`src/hdl/grouped_min_max_mean_aggregator_top_macros.svh`:
```
// ---------------------------------------------------------------------------
// Aggregator assertion macros
// Concurrent check wrappers, empty in synthesis.
// ---------------------------------------------------------------------------
`ifndef GROUPED_MIN_MAX_MEAN_AGGREGATOR_TOP_MACROS_SVH
`define GROUPED_MIN_MAX_MEAN_AGGREGATOR_TOP_MACROS_SVH
`ifndef SYNTHESIS
`define GMA_ASSERT_IMP(label, clk, rst_n, a, c, msg) \
	label: assert property (@(posedge clk) disable iff (!rst_n) (a) |-> (c)) else $error(msg);
`define GMA_ASSERT_NXT(label, clk, rst_n, a, c, msg) \
	label: assert property (@(posedge clk) disable iff (!rst_n) (a) |=> (c)) else $error(msg);
`else
`define GMA_ASSERT_IMP(label, clk, rst_n, a, c, msg)
`define GMA_ASSERT_NXT(label, clk, rst_n, a, c, msg)
`endif
`endif

```
`src/hdl/gmma_pkg.sv`:
```
// ---------------------------------------------------------------------------
// Aggregator package
// Widths, status codes, FSM states, the key record and the cell match record.
// ---------------------------------------------------------------------------
package gmma_pkg;
	localparam int TableEntries = 64;
	localparam int SensorCount  = 6;
	localparam int ValueBits    = 32;
	localparam int IdxW         = 6;
	localparam int UsedW        = 7;
	localparam int SumW         = 56;
	localparam int CntW         = 32;
	localparam int SlotW        = 9;
	localparam logic [11:0] StartYearRst  = 12'd2024;
	localparam logic [3:0]  StartMonthRst = 4'd3;

	localparam logic [2:0] ST_UPDATED  = 3'd0;
	localparam logic [2:0] ST_NEW      = 3'd1;
	localparam logic [2:0] ST_FULL     = 3'd2;
	localparam logic [2:0] ST_FILTERED = 3'd3;
	localparam logic [2:0] ST_UNUSED   = 3'd4;
	localparam logic [2:0] ST_READ     = 3'd5;

	localparam logic CFG_START_YEAR  = 1'b0;
	localparam logic CFG_START_MONTH = 1'b1;

	typedef enum logic [3:0] {
		S_IDLE, S_SEARCH, S_UPD_RD, S_UPD_WAIT, S_UPD_WR, S_ADD_OUT,
		S_RD_RD, S_RD_WAIT, S_DIV, S_RD_OUT, S_ONE_OUT
	} state_t;

	typedef struct packed {
		logic [15:0] dev;
		logic [11:0] yr;
		logic [3:0]  mo;
	} key_t;

	// what one cell reports to the sequencer
	typedef struct packed {
		logic hit;
		logic [IdxW-1:0] idx;
	} match_t;
endpackage

```
`src/hdl/gmma_key_cell.sv`:
```
// ---------------------------------------------------------------------------
// Key cell
// Holds one entry's key; passes the probe key and the first hit rightward.
// ---------------------------------------------------------------------------
module gmma_key_cell
	import gmma_pkg::*;
(
	input  logic             clk,
	input  logic             arst_n,
	input  logic [IdxW-1:0]  my_idx,
	input  logic             wr,
	input  key_t             wr_key,
	input  logic             used,
	input  key_t             probe_in,
	input  match_t           match_in,
	output key_t             probe_out,
	output match_t           match_out,
	output key_t             key_out
);
	key_t key_q;

	always_ff @(posedge clk) begin
		if (wr) begin
			key_q <= wr_key;
		end
		probe_out <= probe_in;
	end

	always_ff @(posedge clk or negedge arst_n) begin
		if (!arst_n) begin
			match_out <= '0;
		end else if (match_in.hit) begin
			match_out <= match_in;
		end else begin
			match_out.hit <= used && (key_q == probe_in);
			match_out.idx <= my_idx;
		end
	end

	assign key_out = key_q;
endmodule

```
`config.mk`:
```
export PLATFORM = sky130hd
export DESIGN_NAME = gmma_key_cell
export DESIGN_NICKNAME = d
export VERILOG_FILES = /design/src/hdl/grouped_min_max_mean_aggregator_top_macros.svh /design/src/hdl/gmma_pkg.sv /design/src/hdl/gmma_key_cell.sv
export SDC_FILE = /design/constraint.sdc
export NUM_CORES = 1
export LEC_CHECK = 0
export ABC_CLOCK_PERIOD_IN_PS = 1100
export BUFFER_PORTS_ARGS = -buffer_cell sky130_fd_sc_hd__buf_2
export CORE_MARGIN = 2
export CORE_UTILIZATION = 38
export CTS_BUF_LIST = sky130_fd_sc_hd__clkbuf_8
export DETAILED_ROUTE_END_ITERATION = 7
export HOLD_SLACK_MARGIN = 0.12
export PLACE_DENSITY = 0.8
export SYNTH_ARGS = -nofsm -noshare
export SYNTH_HDL_FRONTEND = slang
export SYNTH_SLANG_ARGS = --single-unit
```
`constraint.sdc`:
```
create_clock -name clk -period 1.1 [get_ports clk]
set_clock_uncertainty 0.05 [all_clocks]
set_input_delay 0.055 -clock clk [delete_from_list [all_inputs] [get_ports clk]]
set_output_delay 0.055 -clock clk [all_outputs]
set_load 0.02 [all_outputs]
```
---- Word-level counts from Yosys, hierarchy flattened ----
Index checks and enable logic that the tools add are counted.
W data, S select, Z words.
storage, ports and cells
  register bits after elaboration ......... 71
  logic and storage cells ................. 11
  input bits .............................. 81
  output and inout bits ................... 71
cells by class
  equal/unequal tests ..................... 1
  reductions and logical operators ........ 1
  muxes and demuxes ....................... 1
operator list
  kind                 count
  $eq A32 B32 Y1       1
  $mux W7              1
  $logic_and A1 B1 Y1  1

---- Logic depth before layout (Yosys ltp) ----
Gate-level depths: netlist of the first run.
  depth after elaboration ................. 3
  mapped depth ............................ 4
  mapped depth without buffers ............ 4

---- Worst setup path before layout of the first run ----
OpenSTA, ideal clock, no wires.
  path type ............................... register to register
  start ................................... reg key_q, in the netlist key_out[4]
  end ..................................... reg match_out[6] in the netlist's numbering
  period minus slack after synthesis ...... 1.300 ns
  stages on the path, launching flop included .. 5
  library setup time ...................... 0.066 ns
  path slack .............................. -0.200 ns
  path buffers ............................ 0
  data required time ...................... 0.984 ns
  arrival time ............................ 1.184 ns
  cell sequence ........................... edfxtp_1 > xor2_1 > nor4_1 > and3_1 > a31o_1
between the ends
  longest elaborated chain between the ends .. 3
RTL lines
  what                    RTL line             text
  from (decl)             gmma_key_cell.sv:20  key_t key_q;
  from (signal assigned)  gmma_key_cell.sv:24  key_q <= wr_key;
  $eq A32 B32 Y1          gmma_key_cell.sv:35  match_out.hit <= used && (key_q == probe_in);
  $logic_and A1 B1 Y1     gmma_key_cell.sv:35
  $mux W7                 gmma_key_cell.sv:32  end else if (match_in.hit) begin
  to (signal assigned)    gmma_key_cell.sv:33  match_out <= match_in;
  to (decl)               gmma_key_cell.sv:17  output match_t match_out,
No other way between the ends.
A chain may end at the register's enable or synchronous reset.

---- Worst setup path after layout of the first run ----
  start ................................... reg key_q, in the netlist key_out[13]
  end ..................................... reg match_out[6] in the netlist's numbering
The elaborated chain is that of the path after synthesis.

==> results of run 1 <==
## cells in the mapped netlist (all sizes together)
| cell type | n |
|---|---|
| edfxtp | 32 |
| xor2 | 4 |
| xnor2 | 28 |
| dfrtp | 7 |
| a31o | 1 |
| nand4 | 6 |
| mux2 | 6 |
| buf | 1 |
| nand3 | 1 |
| dfxtp | 32 |
| nor4 | 2 |
| nor3 | 1 |
| and3 | 1 |
## registers in the layout (all words and copies together), names as in the netlist
| name | count |
|---|---|
| key_out | 32 |
| match_out | 7 |
| probe_out | 32 |
## logic make-up (layout without fill, tap and decap cells)
group / Yosys count / after routing / synth area share
mux: 6 / 6 / 0.0306
buf+inv: 1 / 252 / 0.00227
xor+xnor: 32 / 32 / 0.127
flops: 71 / 71 / 0.806
simple gates: 11 / 11 / 0.0301
compound gates: 1 / 1 / 0.00397
## path summary, 6_finish.rpt
check | startpoint | slack [ps] | end | cells past startpoint
hold reg to reg | key_out[12]$_DFFE_PP_ | 760 | match_out[6]$_DFF_PN0_ | 4
max in group asynchronous | arst_n | 160 | match_out[5]$_DFF_PN0_ | 3
setup reg to reg | key_out[13]$_DFFE_PP_ | -310 | match_out[6]$_DFF_PN0_ | 5
hold / removal | probe_in[12] | 190 | match_out[6]$_DFF_PN0_ | 5
setup / recovery | key_out[13]$_DFFE_PP_ | -310 | match_out[6]$_DFF_PN0_ | 5
min in group asynchronous | arst_n | 600 | match_out[2]$_DFF_PN0_ | 3
## per-stage QoR
stage	area [um2]	util	hold WS, ps	setup WS, ps
final	4120	0.744	191	-309
after global routing	4120	0.744	232	-447
after CTS	4090	0.737	-226	-245
after detailed placement	3080	0.556	-155	-263
after global placement	3080	0.556	-157	-262
after floorplan	2200	-	-291	-195
## final cells by class
class / instances / area share
flip-flops and latches: 71 / 0.431
clock inverters: 7 / 0.0155
multi-input cells: 50 / 0.104
clock buffers: 9 / 0.0301
repair buffers: 236 / 0.397
well taps: 72 / 0.0219
## worst reg2reg max path: cells and delay by family (launching register included)
family | cells | cell delay, ps
DFF | 1 | 450
and+or+nand+nor | 2 | 370
xor gates and xnor gates | 1 | 210
AOI/OAI and AO/OA | 1 | 140
buffers and inverters | 1 | 130
## repair_timing
item	4_1_cts	5_1_grt
gates resized for setup	4	7
hold buffers	80	1
hold endpoints to repair	87	1
gates cloned	0	0
endpoints found under the setup margin	2	6
pin swaps	2	0
setup buffers	0	1
## layer usage
metal	vias up	part of all wire	global-route usage
met5	-	0	0
met4	0	0.020	0.103
met3	16	0.082	0.0820
met2	114	0.53	0.451
met1	939	0.36	0.254
li1	923	-	-
## power by group
group / switching (W) / internal, W / leakage [nW]
registers: 0.0000945 / 0.00295 / 0.665
clock network: 0.000965 / 0.00103 / 0.0941
logic: 0.000518 / 0.000544 / 1.08
==> out/qor.txt, run 1 <==
Status: finished, violations left
Failing checks: setup timing
CTS sink count: 71
Fillers: 332
CTS tree: yes
Most frequent cells in the layout: buf_2, dlygate4sd3_1, edfxtp_1, dfxtp_1, xnor2_1
Crit Path Class: reg2reg
Synth area leaders: edfxtp_1, dfxtp_1, xnor2_1
RSZ-0062 raised after global routing: yes
Nets: 449
Sequential area share after synthesis: 0.806
YS warnings: 0
Largest area contributor in the netlist: edfxtp_1
Critical path's slowest cell: edfxtp_1
Fin Setup TNS: -422 ps
DIE WIDTH: 80.2 um
Cells after Synth: 122
Drt pass-1 iters: 4
Top achievable clock speed: 710 MHz
GR Overflow Total: 0
Via Count: 1,992
Critical path startpoint category: flip-flop
Synthesis-to-layout area growth: 86.9%
Fin cells: 445
Final antenna-violating net count: 0
Most common cell after layout, fill and taps aside: buf_2
Least-Margin Pin Slew: 296 ps
Root Driver: clkbuf_8
Max incr delay on CP: 450 ps
WP data arrival: 1630 ps
Cell family with most CP delay: flip-flops
CTS Buffer Depth: 2
Antenna Cells: 0
Yosys cell types: 13
First-pass GRT wire length: 11.2 mm
Initial Utilization: 0.398
Slew HR: 0.802
Final setup violation count: 3
I/O pin cnt: 152
Vias per inst: 4.48
Pwr dens: 1480 nW/um2
Syn avg cell area: 18.1 um2
DRT iter0 DRCs: 51
Register area: 1780 um2
Final Power: 0.00610 W
Post-Place Cells: 347
Final Cycle Share: 1.28
Area of the core: 5540 um2
Antenna violations before repair: 0
P_leak: 1.84 nW
Clk slew on worst S/H paths: 70 ps
FP Rows: 27
Critical Path, Cell by Cell: xnor2_1 -> nand4_1 -> nor3_1 -> buf_4 -> a31o_1
GR Util All Layers: 0.246
CP endpoint kind: flip-flop
Yosys reg bits: 71
Wire per inst: 16.8 um
H-tree Lvls: 3
Post-layout minimum cycle time: 1410 ps
Post-synth top area share: 0.436
DIE AREA: 6430 um2
Number of global-route vias before repair: 2,206
Final wirelength: 7.50 mm
Bufs and invs on worst path: 1
Peak supply drop: 1.24 mV
Syn_nets: 203
Post-synth design cell area: 2200 um2
Die Y: 80.2 um
TritonCTS buffer count: 9
Required time of the critical path: 1320 ps
Max_cap viols: 0
DP Wirelength: 4.12 mm
# DRC: 0
Final Hold Fails: 0
Layout cells sized above 1: 0.472
Final worst setup slack: -309 ps
Crit-path max FO: 2
Clk_lat worst skew: 340 ps
GPL Wtd Cong: 0.765
Largest net degree at the start of global routing: 33
Slew Limit Fails: 0
IO buf count: 151
Worst hold path type: in2reg
Area of the multi-input gates: 429 um2
Note: power is estimated with default switching activity, not from simulation.
==> run 2: changes to the inputs <==
==> constraint.sdc (replaced) <==
create_clock -name clk -period 1.1 [get_ports clk]
set_clock_uncertainty 0.05 [all_clocks]
set_input_delay 0.165 -clock clk [delete_from_list [all_inputs] [get_ports clk]]
set_output_delay 0.165 -clock clk [all_outputs]
set_load 0.02 [all_outputs]
==> out/qor.txt, run 2 (same netlist as run 1, synthesis figures left out) <==
Slew Limit Fails: 0 (unchanged)
Failing checks: setup timing
Layout cells sized above 1: 0.488 (+0.0162)
Die Y: 80.2 um (unchanged)
TritonCTS buffer count: 9 (unchanged)
I/O pin cnt: 152 (unchanged)
H-tree Lvls: 3 (unchanged)
Most frequent cells in the layout: buf_2, dlygate4sd3_1, edfxtp_1, dfxtp_1, buf_6
Slew HR: 0.836 (+0.0343)
Final wirelength: 8.06 mm (+7.6%)
WP data arrival: 1660 ps (+30 ps)
WHS: 164 ps (-27.4 ps)
Final setup violation count: 33 (+30)
GPL Wtd Cong: 0.773 (+0.98%)
Final Power: 0.00629 W (+3.1%)
CP endpoint kind: flip-flop
Initial Utilization: 0.398 (unchanged)
Reg2reg setup slack: -330 ps (-20 ps)
DP Wirelength: 4.16 mm (+0.92%)
Clk slew on worst S/H paths: 70 ps (about the same)
Worst hold path type: in2reg
Pwr dens: 1450 nW/um2 (-1.9%)
Fin Setup TNS: -2640 ps (-2210 ps)
Fin cells: 449 (+0.90%)
Crit Path Class: reg2reg
GR Util All Layers: 0.256 (+0.0106)
First-pass GRT wire length: 11.7 mm (+3.9%)
Critical Path, Cell by Cell: xnor2_1 -> nand4_1 -> nor3_2 -> buf_4 -> a31o_1
Final Hold Fails: 0 (unchanged)
DIE WIDTH: 80.2 um (unchanged)
FP Rows: 27 (unchanged)
Area of the core: 5540 um2 (unchanged)
CTS Buffer Depth: 2 (unchanged)
IO buf count: 151 (unchanged)
Peak supply drop: 1.23 mV (-0.41%)
Critical path's slowest cell: edfxtp_1
# DRC: 0 (unchanged)
Crit-path max FO: 2 (unchanged)
GR Overflow Total: 0 (unchanged)
Final Cycle Share: 1.30 (+0.0203)
Clk_lat worst skew: 350 ps (about the same)
RSZ-0062 raised after global routing: yes
Final antenna-violating net count: 0 (unchanged)
Fillers: 328 (-1.2%)
Dpl ws: -324 ps (-60.6 ps)
Critical path startpoint category: flip-flop
Max_cap viols: 0 (unchanged)
Nets: 453 (+0.89%)
Root Driver: clkbuf_8
Via Count: 2,061 (+3.5%)
DIE AREA: 6430 um2 (unchanged)
Wire per inst: 18.0 um (+6.6%)
Largest net degree at the start of global routing: 33 (unchanged)
Vias per inst: 4.59 (+2.5%)
CTS tree: yes
P_leak: 1.93 nW (+5.2%)
Drt pass-1 iters: 4 (unchanged)
Most common cell after layout, fill and taps aside: buf_2
Final worst setup slack: -331 ps (-22.3 ps)
Max incr delay on CP: 430 ps (-20 ps)
Post-layout minimum cycle time: 1430 ps (+22.3 ps)
Synthesis-to-layout area growth: 96.5%
Status: finished, violations left
Least-Margin Pin Slew: 243 ps (-52.5 ps)
Number of global-route vias before repair: 2,284 (+3.5%)
Antenna violations before repair: 0 (unchanged)
Post-Place Cells: 352 (+1.4%)
DRT iter0 DRCs: 63 (+24%)
Antenna Cells: 0 (unchanged)
Top achievable clock speed: 699 MHz (-1.6%)
Required time of the critical path: 1320 ps (about the same)
CTS sink count: 71 (unchanged)
[run 2: cell types whose count changed in the layout (fill, tap and decap cells not counted), moves of 2 or more]
cell | previous run | this run
xnor2_2 | 0 | 3
xnor2_1 | 28 | 25
buf_6 | 5 | 28
buf_4 | 2 | 9
buf_2 | 147 | 121
inv_1 | 0 | 2
[run 2: final timing paths]
kind / cells after the start / from / to
hold / removal: 3 / used / match_out[6]$_DFF_PN0_
setup reg to reg: 5 / key_out[27]$_DFFE_PP_ / match_out[6]$_DFF_PN0_
min in group asynchronous: 3 / arst_n / match_out[6]$_DFF_PN0_
setup / recovery: 5 / key_out[27]$_DFFE_PP_ / match_out[6]$_DFF_PN0_
max in group asynchronous: 3 / arst_n / match_out[4]$_DFF_PN0_
hold reg to reg: 4 / key_out[16]$_DFFE_PP_ / match_out[6]$_DFF_PN0_
[run 2: layout make-up]
type / instances / area (um2) / share of cell area
well taps: 72 / 90.1 / 0.0208
clock buffers: 10 / 138 / 0.0318
multi-input cells: 50 / 457 / 0.105
repair buffers: 240 / 1820 / 0.419
clock inverters: 6 / 53.8 / 0.0124
flip-flops and latches: 71 / 1780 / 0.410
[run 2: through the flow]
| stage | area (um2) | util |
|---|---|---|
| floorplan | 2200 | - |
| global placement | 3120 | 0.563 |
| detailed placement | 3120 | 0.563 |
| CTS | 4270 | 0.771 |
| global route | 4330 | 0.782 |
| finish | 4330 | 0.782 |
[run 2: where the power goes]
part	internal, W	switching [W]	leakage [nW]
Combinational	0.000640	0.000542	1.17
Sequential	0.00295	0.000115	0.665
Clock	0.00108	0.000958	0.102
[run 2: what timing repair did]
item | CTS | global route
pin swaps | 1 | 2
hold buffers | 80 | 0
endpoints found under the hold margin | 78 | 0
setup endpoints to repair | 33 | 37
buffers inserted | 0 | 1
cloned | 0 | 0
gates resized for setup | 50 | 13
[run 2: worst max-delay path, delay by kind of cell, from the launching register on]
kind	cells	cell delay, ps
DFF	1	430
AOI/OAI and AO/OA	1	140
buffers and inverters	1	140
and+or+nand+nor	2	380
xor gates and xnor gates	1	230
[run 2: metal layers]
metal / vias up / share of wire / GRT usage
met5: - / 0 / 0
met4: 0 / 0.027 / 0.112
met3: 18 / 0.080 / 0.0921
met2: 117 / 0.54 / 0.463
met1: 994 / 0.35 / 0.265
li1: 932 / - / -
