$ cat config.mk
export PLATFORM = sky130hd
export DESIGN_NAME = gmma_divider
export DESIGN_NICKNAME = d
export VERILOG_FILES = /design/src/hdl/grouped_min_max_mean_aggregator_top_macros.svh /design/src/hdl/gmma_pkg.sv /design/src/hdl/gmma_divider.sv
export SDC_FILE = /design/constraint.sdc
export NUM_CORES = 1
export LEC_CHECK = 0
export ABC_AREA = 1
export BUFFER_PORTS_ARGS = -buffer_cell sky130_fd_sc_hd__buf_4
export CAP_MARGIN = 20
export CORE_ASPECT_RATIO = 0.6
export CORE_UTILIZATION = 55
export CTS_CLUSTER_SIZE = 28
export DETAILED_ROUTE_END_ITERATION = 6
export GPL_TIMING_DRIVEN = 0
export PLACE_DENSITY = 0.76
export SLEW_MARGIN = 40
export SYNTH_ARGS = -nofsm -noshare
export SYNTH_HDL_FRONTEND = slang
export SYNTH_SLANG_ARGS = --single-unit
$ cat constraint.sdc
create_clock -name clk -period 6.8 [get_ports clk]
set_clock_uncertainty 0.15 [all_clocks]
set_input_delay 1.02 -clock clk [delete_from_list [all_inputs] [get_ports clk]]
set_output_delay 1.02 -clock clk [all_outputs]
set_load 0.05 [all_outputs]
$ cat src/hdl/grouped_min_max_mean_aggregator_top_macros.svh
// ---------------------------------------------------------------------------
// Aggregator assertion macros
// Concurrent check wrappers, empty in synthesis.
// ---------------------------------------------------------------------------
`ifndef GROUPED_MIN_MAX_MEAN_AGGREGATOR_TOP_MACROS_SVH
`define GROUPED_MIN_MAX_MEAN_AGGREGATOR_TOP_MACROS_SVH
`ifndef SYNTHESIS
`define GMA_ASSERT_IMP(label, clk, rst_n, a, c, msg) \
	label: assert property (@(posedge clk) disable iff (!rst_n) (a) |-> (c)) else $error(msg);
`define GMA_ASSERT_NXT(label, clk, rst_n, a, c, msg) \
	label: assert property (@(posedge clk) disable iff (!rst_n) (a) |=> (c)) else $error(msg);
`else
`define GMA_ASSERT_IMP(label, clk, rst_n, a, c, msg)
`define GMA_ASSERT_NXT(label, clk, rst_n, a, c, msg)
`endif
`endif

$ cat src/hdl/gmma_pkg.sv
// ---------------------------------------------------------------------------
// Aggregator package
// Widths, status codes, FSM states, the key record and the cell match record.
// ---------------------------------------------------------------------------
package gmma_pkg;
	localparam int TableEntries = 64;
	localparam int SensorCount  = 6;
	localparam int ValueBits    = 32;
	localparam int IdxW         = 6;
	localparam int UsedW        = 7;
	localparam int SumW         = 56;
	localparam int CntW         = 32;
	localparam int SlotW        = 9;
	localparam logic [11:0] StartYearRst  = 12'd2024;
	localparam logic [3:0]  StartMonthRst = 4'd3;

	localparam logic [2:0] ST_UPDATED  = 3'd0;
	localparam logic [2:0] ST_NEW      = 3'd1;
	localparam logic [2:0] ST_FULL     = 3'd2;
	localparam logic [2:0] ST_FILTERED = 3'd3;
	localparam logic [2:0] ST_UNUSED   = 3'd4;
	localparam logic [2:0] ST_READ     = 3'd5;

	localparam logic CFG_START_YEAR  = 1'b0;
	localparam logic CFG_START_MONTH = 1'b1;

	typedef enum logic [3:0] {
		S_IDLE, S_SEARCH, S_UPD_RD, S_UPD_WAIT, S_UPD_WR, S_ADD_OUT,
		S_RD_RD, S_RD_WAIT, S_DIV, S_RD_OUT, S_ONE_OUT
	} state_t;

	typedef struct packed {
		logic [15:0] dev;
		logic [11:0] yr;
		logic [3:0]  mo;
	} key_t;

	// what one cell reports to the sequencer
	typedef struct packed {
		logic hit;
		logic [IdxW-1:0] idx;
	} match_t;
endpackage

$ cat src/hdl/gmma_divider.sv
// ---------------------------------------------------------------------------
// Mean divider
// Signed 56 / 32 restoring divider, one quotient bit a cycle, clamped.
// ---------------------------------------------------------------------------
module gmma_divider
	import gmma_pkg::*;
(
	input  logic                   clk,
	input  logic                   arst_n,
	input  logic                   start,
	input  logic signed [SumW-1:0] dividend,
	input  logic [CntW-1:0]        divisor,
	output logic                   done,
	output logic [ValueBits-1:0]   quotient
);
	logic [SumW-1:0] q_q;
	logic [CntW:0]   rem_q;
	logic [CntW-1:0] dvs_q;
	logic            neg_q;
	logic [5:0]      cnt_q;
	logic            busy_q;
	logic [CntW:0]   trial;
	logic [CntW:0]   shifted;
	logic signed [SumW:0] sq;
	localparam logic [SumW:0] QMax = {{(SumW-ValueBits+1){1'b0}}, {(ValueBits-1){1'b1}}};

	assign shifted = {rem_q[CntW-1:0], q_q[SumW-1]};
	assign trial   = shifted - {1'b0, dvs_q};

	always_ff @(posedge clk or negedge arst_n) begin
		if (!arst_n) begin
			busy_q <= 1'b0;
			done   <= 1'b0;
			cnt_q  <= '0;
		end else begin
			done <= 1'b0;
			if (start) begin
				busy_q <= 1'b1;
				cnt_q  <= 6'(SumW);
			end else if (busy_q) begin
				cnt_q <= cnt_q - 6'd1;
				if (cnt_q == 6'd1) begin
					busy_q <= 1'b0;
					done   <= 1'b1;
				end
			end
		end
	end

	always_ff @(posedge clk) begin
		if (start) begin
			q_q   <= dividend[SumW-1] ? SumW'(-dividend) : dividend;
			rem_q <= '0;
			dvs_q <= divisor;
			neg_q <= dividend[SumW-1];
		end else if (busy_q) begin
			if (!trial[CntW]) begin
				rem_q <= trial;
				q_q   <= {q_q[SumW-2:0], 1'b1};
			end else begin
				rem_q <= shifted;
				q_q   <= {q_q[SumW-2:0], 1'b0};
			end
		end
	end

	always_comb begin
		sq = neg_q ? -$signed({1'b0, q_q}) : $signed({1'b0, q_q});
		if (dvs_q == '0) begin
			quotient = '0;
		end else if (!sq[SumW] && (sq > $signed(QMax))) begin
			quotient = {1'b0, {(ValueBits-1){1'b1}}};
		end else if (sq[SumW] && (sq < -$signed(QMax) - 1)) begin
			quotient = {1'b1, {(ValueBits-1){1'b0}}};
		end else begin
			quotient = sq[ValueBits-1:0];
		end
	end
endmodule

# After elaboration in Yosys (flattened, before gate mapping)
# Index checks and enable logic that the tools add are counted.
[word_totals] regBits=129 inputBits=91 out_inout_bits=33
[op_classes] add_sub_neg=4 magnitude_cmp=2 n_eq_ne=1 muxes=17 n_reduce_logical=5
[ops] operator="two-way mux 56 bit" count=3
[ops] operator="two-way mux 32 bit" count=4
[ops] operator="greater-than comparator 57 x 32 -> 1 bit (second input constant)" count=1
[ops] operator="< comparator 57 x 32 -> 1 bit (second input constant)" count=1
[ops] operator="two-way mux 57 bit" count=1
[ops] operator="negation 56 -> 57 bit" count=1
[ops] operator="negation 56 bit" count=1
[ops] operator="subtractor 33 x 32 -> 33 bit" count=1
[ops] operator="zero test 32 bit" count=1
[ops] operator="two-way mux 6 bit" count=2
[ops] operator="two-way mux 1 bit" count=7
[ops] operator="equality test 6 x 1 -> 1 bit (second input constant)" count=1
[ops] operator="subtractor 6 x 1 -> 6 bit (second input constant)" count=1
[ops] operator="logical AND 1 bit" count=2
[ops] operator="nonzero test 2 bit" count=1
[ops] operator="zero test 1 bit" count=1

# Logic depth before layout (Yosys ltp)
[depth] ltp_word=7 depth_mapped=19

# Worst setup path after synthesis
# Ideal clock, no wire load.
[synth_timing] kind="register -> output" start="reg q_q[0]" end="out quotient[19]" arrival_ns=2.707 required_ns=5.630 path_slack_ns=2.923 path_stages_with_launch=19 n_path_buf=2 path_cell_list="edfxtp_1 inv_1 ha_1 nand3_2 nor2_4 nand3_2 nand2_2 buf_6 nand4_1 nand2_1 nand2_1 nor2_1 nand2_1 nor2_1 nand2_1 nand2_2 buf_6 nand2_1 a21oi_1"
[synth_via] elab_chain_len=7
[synth_rtl] item="start: declaration" line="gmma_divider.sv:16" text="logic [SumW-1:0] q_q;"
[synth_rtl] item="start signal: assignment" line="gmma_divider.sv:52" text="q_q <= dividend[SumW-1] ? SumW'(-dividend) : dividend;"
[synth_rtl] item="start signal: assignment" line="gmma_divider.sv:59" text="q_q <= {q_q[SumW-2:0], 1'b1};"
[synth_rtl] item="start signal: assignment" line="gmma_divider.sv:62" text="q_q <= {q_q[SumW-2:0], 1'b0};"
[synth_rtl] item="negation 56 -> 57 bit" line="gmma_divider.sv:68" text="sq = neg_q ? -$signed({1'b0, q_q}) : $signed({1'b0, q_q});"
[synth_rtl] item="two-way mux 57 bit (*)" line="gmma_divider.sv:68"
[synth_rtl] item="< comparator 57 x 32 -> 1 bit" line="gmma_divider.sv:73" text="end else if (sq[SumW] && (sq < -$signed(QMax) - 1)) begin"
[synth_rtl] item="logical AND 1 bit" line="gmma_divider.sv:73"
[synth_rtl] item="two-way mux 32 bit" line="gmma_divider.sv:73"
[synth_rtl] item="two-way mux 32 bit (*)" line="gmma_divider.sv:71" text="end else if (!sq[SumW] && (sq > $signed(QMax))) begin"
[synth_rtl] item="two-way mux 32 bit (*)" line="gmma_divider.sv:69" text="if (dvs_q == '0) begin"
[synth_rtl] item="end: declaration" line="gmma_divider.sv:14" text="output logic [ValueBits-1:0] quotient"
# Every way passes the cells marked *; elsewhere a longest branch is shown, timed or not.

# Worst setup path in the final report
[layout_timing] start="reg q_q[0]" end="out quotient[1]"
# The elaborated chain is that of the path after synthesis.

==> impl_metrics.prom <==
# TYPE chip_impl_metric gauge
chip_impl_metric{name="cts_inserted_buffers",unit=""} 17
chip_impl_info{name="combinational_family_with_the_most_area_after_synthesis",value="simple AND/OR/NAND/NOR gates"} 1
chip_impl_info{name="tritoncts_clock_tree",value="built"} 1
chip_impl_info{name="layout.cells.most_common_list",value="sky130_fd_sc_hd__nand2_1, sky130_fd_sc_hd__nor2_1, sky130_fd_sc_hd__inv_1"} 1
chip_impl_metric{name="aggregate_negative_setup_slack",unit="ns"} 0
chip_impl_metric{name="final.min_clock_period",unit="ns"} 5.07
chip_impl_metric{name="dr_total_vias",unit=""} 11800
chip_impl_metric{name="final-max-slew-violation-count",unit=""} 0
chip_impl_metric{name="cts.reportedPaths.clkPinSlew",unit="ns"} 0.06
chip_impl_metric{name="wl_per_cell",unit="microns"} 18.7
chip_impl_metric{name="maxClockFrequency",unit="GHz"} 0.197
chip_impl_metric{name="place_hpwl",unit="microns"} 30700
chip_impl_info{name="synth_top_cell_by_area",value="sky130_fd_sc_hd__edfxtp_1"} 1
chip_impl_metric{name="post-cts-setup-buffers",unit=""} 0
chip_impl_metric{name="stdcell_area",unit="sq mm"} 0.0127
chip_impl_info{name="worst_setup_path_start_kind",value="flop"} 1
chip_impl_metric{name="synthAdderAreaFrac",unit="%"} 4.33
chip_impl_metric{name="numPortBuffers",unit=""} 123
chip_impl_metric{name="wire_length_of_the_first_global_routing_pass",unit="microns"} 57600
chip_impl_metric{name="first_global_vias",unit=""} 10300
chip_impl_metric{name="power_density",unit="mW/mm^2"} 296
chip_impl_metric{name="globalRoute.totalOverflow",unit=""} 0
chip_impl_metric{name="post-route-period-util",unit="%"} 74.6
chip_impl_metric{name="drtIter0Drc",unit=""} 1634
chip_impl_metric{name="ctsResizeCount",unit=""} 0
chip_impl_info{name="holdCritPathClass",value="input port to async pin"} 1
chip_impl_metric{name="drive_above_1_share",unit="%"} 12.5
chip_impl_metric{name="area_growth_syn_to_layout",unit="%"} 17.1
chip_impl_metric{name="multiInputGateArea",unit="sq mm"} 0.00649
chip_impl_info{name="run_status",value="finished clean"} 1
chip_impl_metric{name="viasPerCell",unit=""} 5.81
chip_impl_metric{name="synthXorXnorAreaFrac",unit="%"} 8.70
chip_impl_metric{name="antenna_found_initial",unit=""} 0
chip_impl_info{name="synth_flop_cell",value="sky130_fd_sc_hd__edfxtp_1"} 1
chip_impl_metric{name="cts.htree.levels",unit=""} 4
chip_impl_metric{name="syn_area",unit="sq mm"} 0.0109
chip_impl_metric{name="placementRows",unit=""} 39
chip_impl_metric{name="ir_worst_vdd",unit="uV"} 209
chip_impl_metric{name="drv.max_cap_violation_count",unit=""} 0
chip_impl_metric{name="ant_nets",unit=""} 0
chip_impl_metric{name="global_route.usage.total",unit="%"} 37.7
chip_impl_metric{name="synth-compound-area-share",unit="%"} 13.5
chip_impl_metric{name="hold_buffers",unit=""} 0
chip_impl_metric{name="synth.ff_latch_count",unit=""} 129
chip_impl_info{name="synth_area_leaders",value="sky130_fd_sc_hd__edfxtp_1, sky130_fd_sc_hd__nand2_1, sky130_fd_sc_hd__nor2_1"} 1
chip_impl_metric{name="final-setup-viol-count",unit=""} 0
chip_impl_metric{name="synth.top_cell.area_share",unit="%"} 24.6
chip_impl_metric{name="die-width",unit="microns"} 184
chip_impl_metric{name="regArea",unit="sq mm"} 0.00351
chip_impl_info{name="end_kind",value="primary output"} 1
chip_impl_metric{name="starting_density_of_the_core",unit="%"} 56.7
chip_impl_metric{name="leakage",unit="nW"} 5.74
chip_impl_metric{name="drt_wl_total",unit="microns"} 38000
chip_impl_metric{name="hold_slack",unit="ns"} 0.243
chip_impl_metric{name="yosysSeqAreaShare",unit="%"} 32.3
chip_impl_metric{name="worst_pin_slew",unit="ns"} 0.851
chip_impl_metric{name="grt_max_degree",unit=""} 37
chip_impl_metric{name="synth_enable_flop_cells",unit=""} 89
chip_impl_metric{name="tightest_slew_margin_relative_to_the_limit",unit="%"} 43.2
chip_impl_metric{name="drt-pass1-iter-count",unit=""} 6
chip_impl_metric{name="yosysWarnings",unit=""} 0
chip_impl_metric{name="timing.critical_path.fanout_max",unit=""} 10
chip_impl_metric{name="synth_simple_gate_area_share",unit="%"} 33.2
chip_impl_metric{name="clock_insertion_delay_worst_skew",unit="ns"} 0.44
chip_impl_metric{name="dpl-instance-area",unit="sq mm"} 0.0122
chip_impl_metric{name="yosys-mux-area-fraction",unit="%"} 0
chip_impl_metric{name="postSynth.asyncResetShare",unit="%"} 6.20
chip_impl_metric{name="critPathRequiredTime",unit="ns"} 5.63
chip_impl_metric{name="drcViolationCount",unit=""} 0
chip_impl_metric{name="gp_congestion",unit=""} 1.04
chip_impl_metric{name="antenna-diode-count",unit=""} 0
chip_impl_metric{name="worstPathArrival",unit="ns"} 3.90
chip_impl_metric{name="hold_violations_final",unit=""} 0
chip_impl_metric{name="dieArea",unit="sq mm"} 0.0204
chip_impl_metric{name="synthesis.area_per_instance",unit="sq um"} 6.79
chip_impl_metric{name="design.core.area",unit="sq mm"} 0.0192
chip_impl_info{name="most_common_cell_after_layout_fill_and_taps_aside",value="sky130_fd_sc_hd__nand2_1"} 1
chip_impl_metric{name="cts_num_sinks",unit=""} 129
chip_impl_info{name="timing_worst_setup_path_type",value="flop to primary output"} 1
chip_impl_metric{name="synthCells",unit=""} 1603
chip_impl_metric{name="dieHeight",unit="microns"} 111
chip_impl_info{name="cts_root_buf",value="sky130_fd_sc_hd__clkbuf_16"} 1
chip_impl_metric{name="synth_fp_nets",unit=""} 1731
chip_impl_metric{name="fillerInstances",unit=""} 1747
chip_impl_metric{name="floorplan.io_pins",unit=""} 124
chip_impl_info{name="grt_setup_unrepaired",value="no"} 1
chip_impl_metric{name="design.final.nets",unit=""} 1874
chip_impl_metric{name="clk_path_buf_depth",unit=""} 2
chip_impl_metric{name="synthDistinctLibCells",unit=""} 45
## flip-flops by register name, summed over array words and instances, names as in the netlist
name and count:
rem_q 32, cnt_q 6, dvs_q 32, busy_q 1, q_q 56, neg_q 1, done 1
## layer usage
metal	track usage (%)	part of all wire [%]	vias up
li1	-	-	5613
met1	60.1	47	5289
met2	44.8	35	817
met3	16.8	17	42
met4	6.50	1.1	0
met5	0	0	-
## Yosys cell counts, types with 20 or more instances
cell type	instances
sky130_fd_sc_hd__o211ai_1	27
sky130_fd_sc_hd__nand3_1	101
sky130_fd_sc_hd__nor4_1	21
sky130_fd_sc_hd__clkbuf_1	31
sky130_fd_sc_hd__o21ai_0	104
sky130_fd_sc_hd__a21oi_1	62
sky130_fd_sc_hd__ha_1	36
sky130_fd_sc_hd__nand2_1	453
sky130_fd_sc_hd__xnor2_1	37
sky130_fd_sc_hd__a21oi_2	20
sky130_fd_sc_hd__inv_1	166
sky130_fd_sc_hd__edfxtp_1	89
sky130_fd_sc_hd__nor2_1	214
sky130_fd_sc_hd__dfxtp_1	32
sky130_fd_sc_hd__xor2_1	71
sky130_fd_sc_hd__nand4_1	31
## area by class of cell
class | instances | area share (%)
Buffer | 49 | 1.93
Clock buffer | 21 | 3.54
Clock inverter | 11 | 1.02
Inverter | 167 | 4.94
Multi-Input combinational cell | 1258 | 51.0
Sequential cell | 129 | 27.6
Tap cell | 266 | 2.61
Timing Repair Buffer | 124 | 7.41
## worst max-delay path: stages, from the launching register on
cell and delay [ns]:
sky130_fd_sc_hd__edfxtp_1 0.45, sky130_fd_sc_hd__inv_1 0.23, sky130_fd_sc_hd__ha_1 0.28, sky130_fd_sc_hd__nand2_1 0.07, sky130_fd_sc_hd__nor2_1 0.11, sky130_fd_sc_hd__nand3_1 0.21
sky130_fd_sc_hd__nor2_1 0.32, sky130_fd_sc_hd__nand2_1 0.12, sky130_fd_sc_hd__nand2_1 0.11, sky130_fd_sc_hd__nand2_1 0.06, sky130_fd_sc_hd__nand2_1 0.11, sky130_fd_sc_hd__nand2_1 0.06
sky130_fd_sc_hd__nor2_1 0.12, sky130_fd_sc_hd__nand2_1 0.07, sky130_fd_sc_hd__nor2_1 0.24, sky130_fd_sc_hd__nand2_1 0.16, sky130_fd_sc_hd__nand2_2 0.16, sky130_fd_sc_hd__buf_6 0.16
sky130_fd_sc_hd__nand2_1 0.06, sky130_fd_sc_hd__a21oi_2 0.13, sky130_fd_sc_hd__buf_4 0.21
## kinds of logic after synthesis
logic type | after synthesis
and+or+nand+nor | 863
DFF | 129
xor gates and xnor gates | 108
buffers and inverters | 216
adders and majority gates | 37
AOI/OAI and AO/OA | 250
## power breakdown
| group | total [W] | internal, W | switching (W) |
|---|---|---|---|
| registers | 0.00115 | 0.000997 | 0.000152 |
| clock network | 0.000926 | 0.000553 | 0.000373 |
| logic | 0.00169 | 0.000578 | 0.00111 |
| total | 0.00377 | 0.00213 | 0.00164 |
## path summary, 6_finish.rpt
check / start / end / slack (ns) / depth (start not counted)
min in group clk: rem_q[9] / rem_q[9] / 0.32 / 2
max in group asynchronous: arst_n / cnt_q[4] / 6.13 / 1
setup / recovery: q_q[0] / quotient[1] / 1.73 / 20
hold / removal: arst_n / cnt_q[1] / 0.24 / 1
hold reg to reg: rem_q[9] / rem_q[9] / 0.32 / 2
setup reg to reg: q_q[55] / rem_q[28] / 3.24 / 16
## metrics by stage
| stage | worst slack (ns) | utilization [%] | total power (W) | instances |
|---|---|---|---|---|
| after floorplan | 2.92 | - | 0.00228 | 1603 |
| after global routing | 1.55 | 66.4 | 0.00397 | 2025 |
| final | 1.73 | 66.4 | 0.00377 | 2025 |
| after detailed placement | 2.37 | 63.4 | 0.00277 | 1993 |
| after CTS | 1.90 | 66.4 | 0.00370 | 2025 |
| after global placement | 1.98 | 63.3 | 0.00274 | 1992 |
Note: power is estimated with default switching activity, not from simulation.
